File: src/hdl/srd_pkg.sv
// Package for the radial deadzone block: constants, pipeline word types.
// Used by every file of the block; depends on nothing.
package srd_pkg;

    localparam int SAMPLE_BITS  = 16;
    localparam int SAMPLE_SHIFT = 16 - SAMPLE_BITS;
    localparam longint FULL_SCALE = (64'd1 << (SAMPLE_BITS - 1)) - 64'd1;
    // Length floor of 0.0001 in raw units with 16 fraction bits, rounded.
    localparam longint LEN_FLOOR = (FULL_SCALE * 64'd65536 + 64'd5000) / 64'd10000;

    localparam int SQRT_STEPS   = 32;
    localparam int SCDIV_STEPS  = 30;
    localparam int OUTDIV_STEPS = 17;
    localparam int LATENCY = 10 + 2 * SQRT_STEPS + SCDIV_STEPS + OUTDIV_STEPS;

    localparam logic [1:0] CFG_INNER = 2'd0;
    localparam logic [1:0] CFG_OUTER = 2'd1;

    typedef enum logic [1:0] {
        SC_ZERO = 2'd0,
        SC_FULL = 2'd1,
        SC_DIV  = 2'd2
    } sc_mode_t;

    typedef struct packed {
        logic [34:0] rem;
        logic [31:0] root;
        logic [63:0] rad;
    } sqrt_t;

    typedef struct packed {
        logic [31:0] rem;
        logic [31:0] den;
        logic [31:0] lo;
        logic [31:0] quo;
    } div_t;

    typedef struct packed {
        logic               neg_x;
        logic               neg_y;
        logic               curve;
        logic               zero;
        logic [15:0]        ax;
        logic [15:0]        ay;
        sc_mode_t           mode;
        logic [31:0]        rf;
        logic signed [15:0] cx;
        logic signed [15:0] cy;
        logic [15:0]        mx;
        logic [15:0]        my;
    } item_t;

endpackage

File: src/hdl/srd_sqrt_cell.sv
// One digit cell of the pipelined square root: two radicand bits per cycle.
// Depends on srd_pkg.
module srd_sqrt_cell (
    input  logic          clk,
    input  srd_pkg::sqrt_t d_in,
    output srd_pkg::sqrt_t d_out
);
    import srd_pkg::*;

    sqrt_t       cell_reg;
    sqrt_t       cell_next;
    logic [34:0] acc;
    logic [34:0] trial;

    always_comb
    begin
        acc = {d_in.rem[32:0], d_in.rad[63:62]};
        trial = {1'b0, d_in.root, 2'b01};
        cell_next.rad = {d_in.rad[61:0], 2'b00};
        if (acc >= trial)
        begin
            cell_next.rem  = acc - trial;
            cell_next.root = {d_in.root[30:0], 1'b1};
        end
        else
        begin
            cell_next.rem  = acc;
            cell_next.root = {d_in.root[30:0], 1'b0};
        end
    end

    always_ff @(posedge clk)
    begin
        cell_reg <= cell_next;
    end

    assign d_out = cell_reg;

endmodule

File: config.mk
export PLATFORM = sky130hd
export DESIGN_NAME = srd_sqrt_cell
export DESIGN_NICKNAME = d
export VERILOG_FILES = /design/src/hdl/srd_pkg.sv /design/src/hdl/srd_sqrt_cell.sv
export SDC_FILE = /design/constraint.sdc
export NUM_CORES = 1
export LEC_CHECK = 0
export BUFFER_PORTS_ARGS = -buffer_cell sky130_fd_sc_hd__buf_2
export CAP_MARGIN = 20
export CORE_MARGIN = 2
export CORE_UTILIZATION = 29
export DETAILED_ROUTE_END_ITERATION = 7
export SYNTH_ARGS = -nofsm -noshare
export SYNTH_HDL_FRONTEND = slang
export SYNTH_SLANG_ARGS = --single-unit
File: constraint.sdc
create_clock -name clk -period 2.89 [get_ports clk]
set_input_delay 0.1445 -clock clk [delete_from_list [all_inputs] [get_ports clk]]
set_output_delay 0.1445 -clock clk [all_outputs]
set_load 0.02 [all_outputs]
# After elaboration in Yosys (flattened, before gate mapping)
# Cells that the tools add are included.
# W data, S select, Z words.
# word_totals
register_bits	129
inputBits	132
wordCells	6
# classes
addsub	1
n_lt_le_gt_ge	1
n_mux	1
# ops
cell	count
$mux W67	1
$ge A35 B34 Y1	1
$sub A35 B34 Y35	1

# Depth between registers and ports, before layout
# logic_depth
depth_word	2
mapped_depth	12

# Worst setup path before layout
# OpenSTA, ideal clock, no wires.
# synth_path
path_type	input to register
startpoint	in d_in[69] (netlist bit)
endpoint	reg cell_reg (netlist bit d_out[124])
arrival_ns	2.314
required_time_ns	2.769
slack_ns	0.455
cell_stages	11
path_cell_list	inv_1 ha_1 and4_1 nand3b_1 o2111a_1 o21a_4 a311oi_4 nor3_4 nor2_4 buf_8 mux2_4
# synth_rtl
element	line_no	text
start: declaration	srd_sqrt_cell.sv:5	input srd_pkg::sqrt_t d_in,
end signal: assignment	srd_sqrt_cell.sv:34	cell_reg <= cell_next;
end: declaration	srd_sqrt_cell.sv:10	sqrt_t cell_reg;

==> results.cfg <==
[status]
run_status = complete, no violations

[global_routing]
grt_max_degree = 19
grt_first_pass_wirelength_mm = 25.17
antenna_found_initial = 0
gr-usage-all-layers_pct = 16.47
grt_remaining_overflow = 0
grt_pass1_vias = 4999

[place]
portBuffers = 258
gp_congestion = 0.8139
hpwl_mm = 11.56

[pwr]
p_sw_mw = 1.677
power_density_nw_per_um2 = 625.1
switching_share_pct = 30.25
power.internal_mw = 3.865
p_clk_share_pct = 38.6
total_power_mw = 5.542
combinationalPowerShare_pct = 25.3
seqPwrFrac_pct = 36.0
ir_drop_mv = 0.3922
p_leak_nw = 4.271

[die]
fp-row-count = 49
die_w_um = 138.5
die_h_um = 138.5
initial_core_util_pct = 29.39
dieArea_um2 = 19170
boundaryPins = 263
core_area_um2 = 17840

[sta]
fmax_ghz = 0.3578
setup_violations = 0
fin_crit_ps = 2795
hold_violations = 0
fin_setup_tns_ps = 0
finalCritPeriodShare_pct = 96.72
slew_viol_final = 0

[synthesis]
synthesis.instances = 482
yosysWarnings = 0
synth-seq-cells = 129
synth_largest_area_cell = dfxtp_1
netlist_area_um2 = 5244
yosysMostFrequentCell = dfxtp_1
ys.flop_type = dfxtp_1
seq_area_frac_synth_pct = 49.25
yosysTopAreaCellShare_pct = 49.25
synth_area_leaders = dfxtp_1 49%, ha_1 8.1%, mux2_4 6.9%, xnor2_1 3.3%, inv_1 3.1%
synth_common_cells = 129 x dfxtp_1, 44 x inv_1, 34 x ha_1, 32 x a21oi_1
avgSynthCellArea_um2 = 10.88
synth-edff-count = 0
synthArstFlopShare_pct = 0
synth_cell_types = 62

[finish]
drive_gt1_share_pct = 40.29
diodes = 0
fillers = 1643
final_nets = 1059
largest_reg_flops = 129
syn_to_final_growth_pct = 69.08

[min_path]
min_from = d_in[116]
worstHoldPathCells = 3
holdPathEnd = d_out[118]$_DFF_P_
hold_path_class = primary input to register

[drt]
avgViaCountPerCell = 4.347
ant_nets = 0
drc = 0
vias = 4934
postRouteWirelength_mm = 16.15
drt-initial-drc-count = 101
detail_route.first_pass.iterations = 4
wl_per_cell_um = 14.23

[flow_run]
cap_violations = 0

[setup_path]
worstPathArrival_ps = 3100
path_cells = dlygate4sd3_1 -> buf_2 -> inv_1 -> ha_1 -> nand3_1 -> a21oi_1 -> nor4b_4 -> o31ai_4 -> a21oi_2 -> o311ai_2 -> xor2_1 -> mux2_4
cp-start-kind = primary input
worst_path_max_delay_cell = dlygate4sd3_1
cp_slowest_stage_delay_ps = 530
worstPathRequired_ps = 3200
cp_num_buf_inv = 3
critPathCaptureType = register
path_max_fanout = 4
critPathKind = primary input to register
crit_family = compound AO/OA/AOI/OAI gates

[clock_tree]
cts.sinks = 129
cts_tree = done
clk_pin_slew_ps = 60
root_buffer = clkbuf_16
cts_buffers = 17
h-tree-depth = 4
ctsLongestPathBuffers = 2
[worst min-delay path, stage by stage]
cell and delay (ps):
buf_2 110, inv_1 50, mux2i_1 60
[power groups by stage]
| stage | Combinational [mW] | Clock (mW) | Sequential [mW] |
|---|---|---|---|
| 6_report | 1.40 | 2.14 | 2.00 |
| 5_1_grt | 1.51 | 2.29 | 2.01 |
| 4_1_cts | 1.36 | 2.20 | 2.00 |
| 3_5_place_dp | 1.22 | 0 | 2.04 |
| 3_3_place_gp | 1.21 | 0 | 2.03 |
| 2_1_floorplan | 0.578 | 0 | 2.27 |
[per-layer routing]
metal,global-route usage (%),routed length [µm],vias to the layer above
li1,-,-,2495
met1,19.78,7008,2236
met2,28.50,7962,182
met3,4.641,934,21
met4,5.317,242,0
met5,0,0,-
[area by class of cell]
cell class                      count  area, µm²  area share (%)
Timing Repair Buffer              401       2720           30.68
Sequential cell                   129       2582           29.13
Multi-Input combinational cell    299       2524           28.46
Clock buffer                       18      439.2           4.953
Tap cell                          229      286.5           3.232
Inverter                           45      168.9           1.905
Clock inverter                     14      145.1           1.637
[through the flow]
stage	setup slack (ps)	util, %	instances	area, µm²	hold WS [ps]
finish	94.81	49.69	1135	8866	12.52
global route	-49.40	49.69	1135	8866	13.16
CTS	41.38	48.69	1129	8686	11.75
detailed placement	144.5	38.40	972	6850	248.1
global placement	168.2	38.40	972	6850	246.9
floorplan	454.7	-	483	5248	172.2
[cells in the final DEF, fill, tap and decap left out, drive strengths merged, types with 4 or more instances in the layout]
cell type    synthesis  layout
a21o                 9       9
a21oi               35      35
and2                 4       4
and3                 5       5
buf                  6     275
clkbuf               4      19
clkinvlp             0       5
dfxtp              129     129
dlygate4sd3          0     125
ha                  34      34
inv                 45      53
mux2                29      29
nand2               24      24
nand4                8       8
nor2                23      23
nor2b                4       4
nor3                12      12
o211ai               4       4
o21a                11      11
o21ai               20      20
o21bai               4       4
xnor2               20      20
xor2                11      11
[worst max-delay path by stage]
stage                     startpoint            endpoint  slack [ps]  cells after the start
after floorplan             d_in[69]  d_out[124]$_DFF_P_         450                     11
after global placement      d_in[78]  d_out[102]$_DFF_P_         170                     12
after detailed placement    d_in[78]  d_out[101]$_DFF_P_         140                     12
after CTS                   d_in[78]  d_out[101]$_DFF_P_          40                     13
after global routing        d_in[66]  d_out[114]$_DFF_P_         -50                     12
final                       d_in[65]  d_out[128]$_DFF_P_          90                     12
[kinds of logic after synthesis]
kind of cell	share of synthesized area (%)
AOI/OAI and AO/OA	14.48
DFF	49.25
adders and majority gates	8.113
buffers and inverters	4.939
other	0.07151
and+or+nand+nor	9.449
xor gates and xnor gates	5.178
muxes	8.518
[repair_timing]
item,CTS,global route
resized for setup,0,21
endpoints found under the hold margin,125,0
setup endpoints to repair,0,29
setup buffers,0,5
hold buffers,125,0
(Power assumes the default switching activity.)
