==> config.mk <==
export PLATFORM = sky130hd
export DESIGN_NAME = srd_div_cell
export DESIGN_NICKNAME = d
export VERILOG_FILES = /design/src/hdl/srd_pkg.sv /design/src/hdl/srd_div_cell.sv
export SDC_FILE = /design/constraint.sdc
export NUM_CORES = 1
export LEC_CHECK = 0
export BUFFER_PORTS_ARGS = -buffer_cell sky130_fd_sc_hd__buf_4
export CORE_ASPECT_RATIO = 1.2
export CORE_MARGIN = 10
export CORE_UTILIZATION = 40
export DETAILED_ROUTE_END_ITERATION = 10
export PLACE_DENSITY = 0.81
export RECOVER_POWER = 50
export SLEW_MARGIN = 25
export SYNTH_ARGS = -nofsm -noshare
export SYNTH_HDL_FRONTEND = slang
export SYNTH_SLANG_ARGS = --single-unit
==> constraint.sdc <==
create_clock -name clk -period 2.6 [get_ports clk]
set_clock_uncertainty 0.05 [all_clocks]
set_input_delay 0.52 -clock clk [delete_from_list [all_inputs] [get_ports clk]]
set_output_delay 0.52 -clock clk [all_outputs]
set_load 0.02 [all_outputs]
==> src/hdl/srd_pkg.sv <==
// Package for the radial deadzone block: constants, pipeline word types.
// Used by every file of the block; depends on nothing.
package srd_pkg;

    localparam int SAMPLE_BITS  = 16;
    localparam int SAMPLE_SHIFT = 16 - SAMPLE_BITS;
    localparam longint FULL_SCALE = (64'd1 << (SAMPLE_BITS - 1)) - 64'd1;
    // Length floor of 0.0001 in raw units with 16 fraction bits, rounded.
    localparam longint LEN_FLOOR = (FULL_SCALE * 64'd65536 + 64'd5000) / 64'd10000;

    localparam int SQRT_STEPS   = 32;
    localparam int SCDIV_STEPS  = 30;
    localparam int OUTDIV_STEPS = 17;
    localparam int LATENCY = 10 + 2 * SQRT_STEPS + SCDIV_STEPS + OUTDIV_STEPS;

    localparam logic [1:0] CFG_INNER = 2'd0;
    localparam logic [1:0] CFG_OUTER = 2'd1;

    typedef enum logic [1:0] {
        SC_ZERO = 2'd0,
        SC_FULL = 2'd1,
        SC_DIV  = 2'd2
    } sc_mode_t;

    typedef struct packed {
        logic [34:0] rem;
        logic [31:0] root;
        logic [63:0] rad;
    } sqrt_t;

    typedef struct packed {
        logic [31:0] rem;
        logic [31:0] den;
        logic [31:0] lo;
        logic [31:0] quo;
    } div_t;

    typedef struct packed {
        logic               neg_x;
        logic               neg_y;
        logic               curve;
        logic               zero;
        logic [15:0]        ax;
        logic [15:0]        ay;
        sc_mode_t           mode;
        logic [31:0]        rf;
        logic signed [15:0] cx;
        logic signed [15:0] cy;
        logic [15:0]        mx;
        logic [15:0]        my;
    } item_t;

endpackage

==> src/hdl/srd_div_cell.sv <==
// One restoring division cell: brings down one numerator bit per cycle.
// Depends on srd_pkg.
module srd_div_cell (
    input  logic          clk,
    input  srd_pkg::div_t d_in,
    output srd_pkg::div_t d_out
);
    import srd_pkg::*;

    div_t        cell_reg;
    div_t        cell_next;
    logic [32:0] acc;
    logic [32:0] diff;

    always_comb
    begin
        acc = {d_in.rem, d_in.lo[31]};
        diff = acc - {1'b0, d_in.den};
        cell_next.den = d_in.den;
        cell_next.lo  = {d_in.lo[30:0], 1'b0};
        if (acc >= {1'b0, d_in.den})
        begin
            cell_next.rem = diff[31:0];
            cell_next.quo = {d_in.quo[30:0], 1'b1};
        end
        else
        begin
            cell_next.rem = acc[31:0];
            cell_next.quo = {d_in.quo[30:0], 1'b0};
        end
    end

    always_ff @(posedge clk)
    begin
        cell_reg <= cell_next;
    end

    assign d_out = cell_reg;

endmodule

After elaboration in Yosys (flattened, before gate mapping)
Index checks and enable logic that the tools add are counted.
{"block": "totals", "regBits": 127, "word_cells": 8}
{"block": "classes", "add_sub_neg": 1, "n_lt_le_gt_ge": 1, "muxes": 2}
{"operator": "$ge A33 B32 Y1", "count": 1}
{"operator": "$mux W32", "count": 1}
{"operator": "$sub A32 B32 Y32", "count": 1}
{"operator": "$mux W1", "count": 1}

Logic depth before layout (Yosys ltp)
{"block": "depth", "ltp_word": 2, "mapped_depth": 13, "depth_no_buf": 11}

Worst setup path before layout
OpenSTA, ideal clock, no wires.
{"block": "synth_timing", "kind": "input to register", "start": "input d_in[87] in the netlist's numbering", "end": "register cell_reg (netlist bit d_out[100])", "arrival_time_ps": 2628, "setup_slack_ps": -199, "stages": 11, "path_cell_list": "inv_1 ha_1 buf_6 and3_1 o21a_1 a311oi_2 o21ai_1 or3b_1 o21a_1 buf_6 mux2_4"}
{"item": "start: declaration", "line": "srd_div_cell.sv:5", "rtl": "input srd_pkg::div_t d_in,"}
{"item": "end signal: assignment", "line": "srd_div_cell.sv:35", "rtl": "cell_reg <= cell_next;"}
{"item": "end: declaration", "line": "srd_div_cell.sv:10", "rtl": "div_t cell_reg;"}

==> results.py <==
metrics = {
    "run_status": {
        "outcome": "completed",
    },
    "clock_network": {
        "cts_root_buf": "clkbuf_16",
        "cts_sinks": 127,
        "htree_levels": 4,
        "cts_tree": "built",
        "clockBufferDepth": 2,
        "postCtsHoldBufs": 0,
        "cts_buffers": 17,
        "clk_pin_slew_ns": 0.06,
    },
    "placed_design": {
        "post-place-cells": 978,
        "numPortBuffers": 254,
        "place.detailed.hpwl_um": 15500,
        "place.gp.congestion": 0.900,
    },
    "logic_synthesis": {
        "ys_ff_latch": 127,
        "syn_nets": 650,
        "synth.distinct_cells": 50,
        "syn-instance-count": 488,
        "avgSynthCellArea_um2": 10.0,
        "synth_enable_flop_cells": 0,
        "synth_warnings": 0,
        "netlist_area_mm2": 0.00488,
        "yosysSeqAreaShare_pct": 52.1,
        "yosysTopAreaCellShare_pct": 52.1,
        "yosys.area.top_type": "dfxtp_1",
        "synthArstFlopShare_pct": 0,
        "synth_ff_type": "dfxtp_1",
        "synth_area_leaders": "dfxtp_1, ha_1, a21oi_1, inv_1, xnor2_1",
    },
    "die": {
        "placeableCoreArea_mm2": 0.0120,
        "rows": 44,
        "start_util_pct": 40.7,
        "fp.dieW_um": 121,
        "die_h_um": 141,
        "die_area_mm2": 0.0170,
        "ios": 257,
    },
    "setup_path": {
        "path_cells": "buf_4 > ha_4 > a21o_1 > o21a_1 > a311oi_2 > o21ai_2 > or3b_1 > o21a_2 > buf_12 > mux2_4",
        "cp_max_fo": 23,
        "crit_path_start": "d_in[118]",
        "slowest_stage": "or3b_1",
        "crit_end": "d_out[116]$_DFF_P_",
        "worstPathRequired_ns": 2.85,
        "worst-setup-path-type": "in2reg",
        "max_stage_delay_ns": 0.37,
        "cp-start-kind": "primary input",
        "arrival_ns": 2.81,
        "cp-end-kind": "flop",
    },
    "pwr": {
        "peakVddDrop_v": 0.000373,
        "p_leak_nw": 4.02,
        "total_power_w": 0.00635,
        "p_per_area_mw_per_mm2": 766,
    },
    "hold_path": {
        "hp-class": "in2reg",
    },
    "sta": {
        "timing.setup.tns_ns": 0,
        "finalSetupViolCount": 0,
        "hold_viol_final": 0,
        "finalCritPeriodShare_pct": 98.5,
        "fmax_mhz": 391,
        "report.final.slew_viol_count": 0,
        "finalWorstPathRequiredPeriod_ns": 2.56,
    },
    "detailed_routing": {
        "drc": 0,
        "vias": 4828,
        "wl_met3_um": 1770,
        "wirelength_um": 18800,
        "drtIter0Drc": 181,
        "drt-pass1-iter-count": 4,
        "dr_wl_met2_um": 9980,
        "ant_nets": 0,
        "top_layer_used": "met5",
        "via_per_inst": 4.77,
        "wl_met1_um": 6740,
        "avgRoutedWirePerCell_um": 18.5,
    },
    "finish": {
        "instances_no_fill": 1012,
        "largest_reg_flops": 127,
        "drive_above_1_share_pct": 45.1,
        "syn_to_final_growth_pct": 69.9,
        "nNetsFinal": 999,
    },
    "global_route": {
        "overflow": 0,
        "grt_start_max_net_pins": 25,
        "track_usage_pct": 21.1,
        "antenna_found_initial": 3,
        "grt_pass1_vias": 5088,
        "grt_pass1_wl_um": 27800,
    },
    "run": {
        "drv_cap": 0,
    },
}
[cells in the mapped netlist (3+ instances only)]
master / number
nor2_1: 37
o21ai_1: 4
a21oi_1: 54
nor3_1: 3
o31ai_1: 7
o21bai_1: 5
xor2_1: 10
clkbuf_1: 6
ha_1: 32
a211oi_1: 3
o21ai_0: 17
a2111oi_0: 3
xnor2_1: 16
inv_1: 46
nand3_1: 8
nand2b_1: 7
o21a_1: 6
a21o_1: 8
buf_6: 5
dfxtp_1: 127
nand4_1: 8
and2_1: 3
buf_2: 5
nand2_1: 24
mux2_4: 8
[metrics by stage]
stage	cell area [um^2]	hold slack, ns	util, %	setup WS (ns)
2_1_floorplan	4990	0.498	-	-0.0970
4_1_cts	8320	0.139	69.3	0.00196
3_3_place_gp	7670	0.575	63.9	-0.382
6_report	8290	0.172	69.1	0.0402
5_1_grt	8290	0.154	69.1	-0.0256
3_5_place_dp	7670	0.576	63.9	-0.510
[logic make-up (layout without fill, tap and decap cells)]
logic type | after synthesis | in the layout | synth area share [%]
other cells | 1 | 3 | 0.0768
buf+inv | 64 | 425 | 5.97
compound gates | 120 | 120 | 15.0
fa+ha+maj | 33 | 33 | 8.61
xor+xnor | 26 | 26 | 4.67
simple gates | 107 | 107 | 10.7
flops | 127 | 127 | 52.1
mux | 10 | 10 | 2.87
[cells in the final DEF (no fill, tap or decap), types with 3 or more instances in the layout]
cell type,instances
clkbuf_1,40
o31ai_1,6
nand4_1,8
inv_1,42
o21ai_0,16
buf_4,227
and2_1,3
bufinv_16,4
mux2_4,8
nand2b_1,7
o21a_1,5
inv_2,3
xor2_1,10
dfxtp_1,127
o21ai_1,4
nand3_1,8
ha_4,5
ha_1,26
o21bai_1,5
nor2_1,37
nand2_1,23
clkinv_4,5
a21o_1,8
a21oi_1,48
clkbuf_4,79
clkbuf_16,17
a21oi_2,6
xnor2_1,16
a211oi_1,3
[worst min-delay path by stage]
stage                   from                 to  slack [ns]  cells after the start
finish              d_in[88]  d_out[88]$_DFF_P_        0.17                      1
global route        d_in[70]  d_out[70]$_DFF_P_        0.15                      1
CTS                 d_in[52]  d_out[53]$_DFF_P_        0.14                      1
detailed placement   d_in[9]  d_out[10]$_DFF_P_        0.58                      1
global placement    d_in[43]  d_out[44]$_DFF_P_        0.57                      1
floorplan            d_in[9]  d_out[10]$_DFF_P_        0.50                      0
[power by group]
group | switching (W) | total (W) | internal, W | leakage [nW]
registers | 0.0000538 | 0.00220 | 0.00214 | 1.07
logic | 0.000838 | 0.00161 | 0.000768 | 2.64
clock network | 0.000932 | 0.00255 | 0.00162 | 0.304
total | 0.00182 | 0.00635 | 0.00453 | 4.02
[critical path, delay by kind of cell]
family / cells / cell delay (ns)
AOI/OAI and AO/OA: 5 / 1.03
and+or+nand+nor: 1 / 0.37
muxes: 1 / 0.31
buffers and inverters: 2 / 0.30
adders and majority gates: 1 / 0.26
[routing by layer]
metal | vias to the layer above | global-route usage, %
li1 | 2367 | -
met5 | - | 0
met3 | 26 | 10.1
met4 | 2 | 5.22
met2 | 197 | 39.2
met1 | 2236 | 20.2
[area by class of cell]
cell class              instances  area (um^2)
diodes                          2         5.00
clock buffers                  17          425
clock inverters                14          210
fillers                       969         3710
inverters                      46          178
multi-input cells             297         2240
flip-flops and latches        127         2540
well taps                     161          201
repair buffers                348         2490
[timing repair]
item | CTS | global route
endpoints found under the setup margin | 2 | 16
cloned | 0 | 0
gates resized for setup | 4 | 21
pin swaps | 2 | 9
setup buffers | 0 | 1
Power figures use the tool's default switching activity.
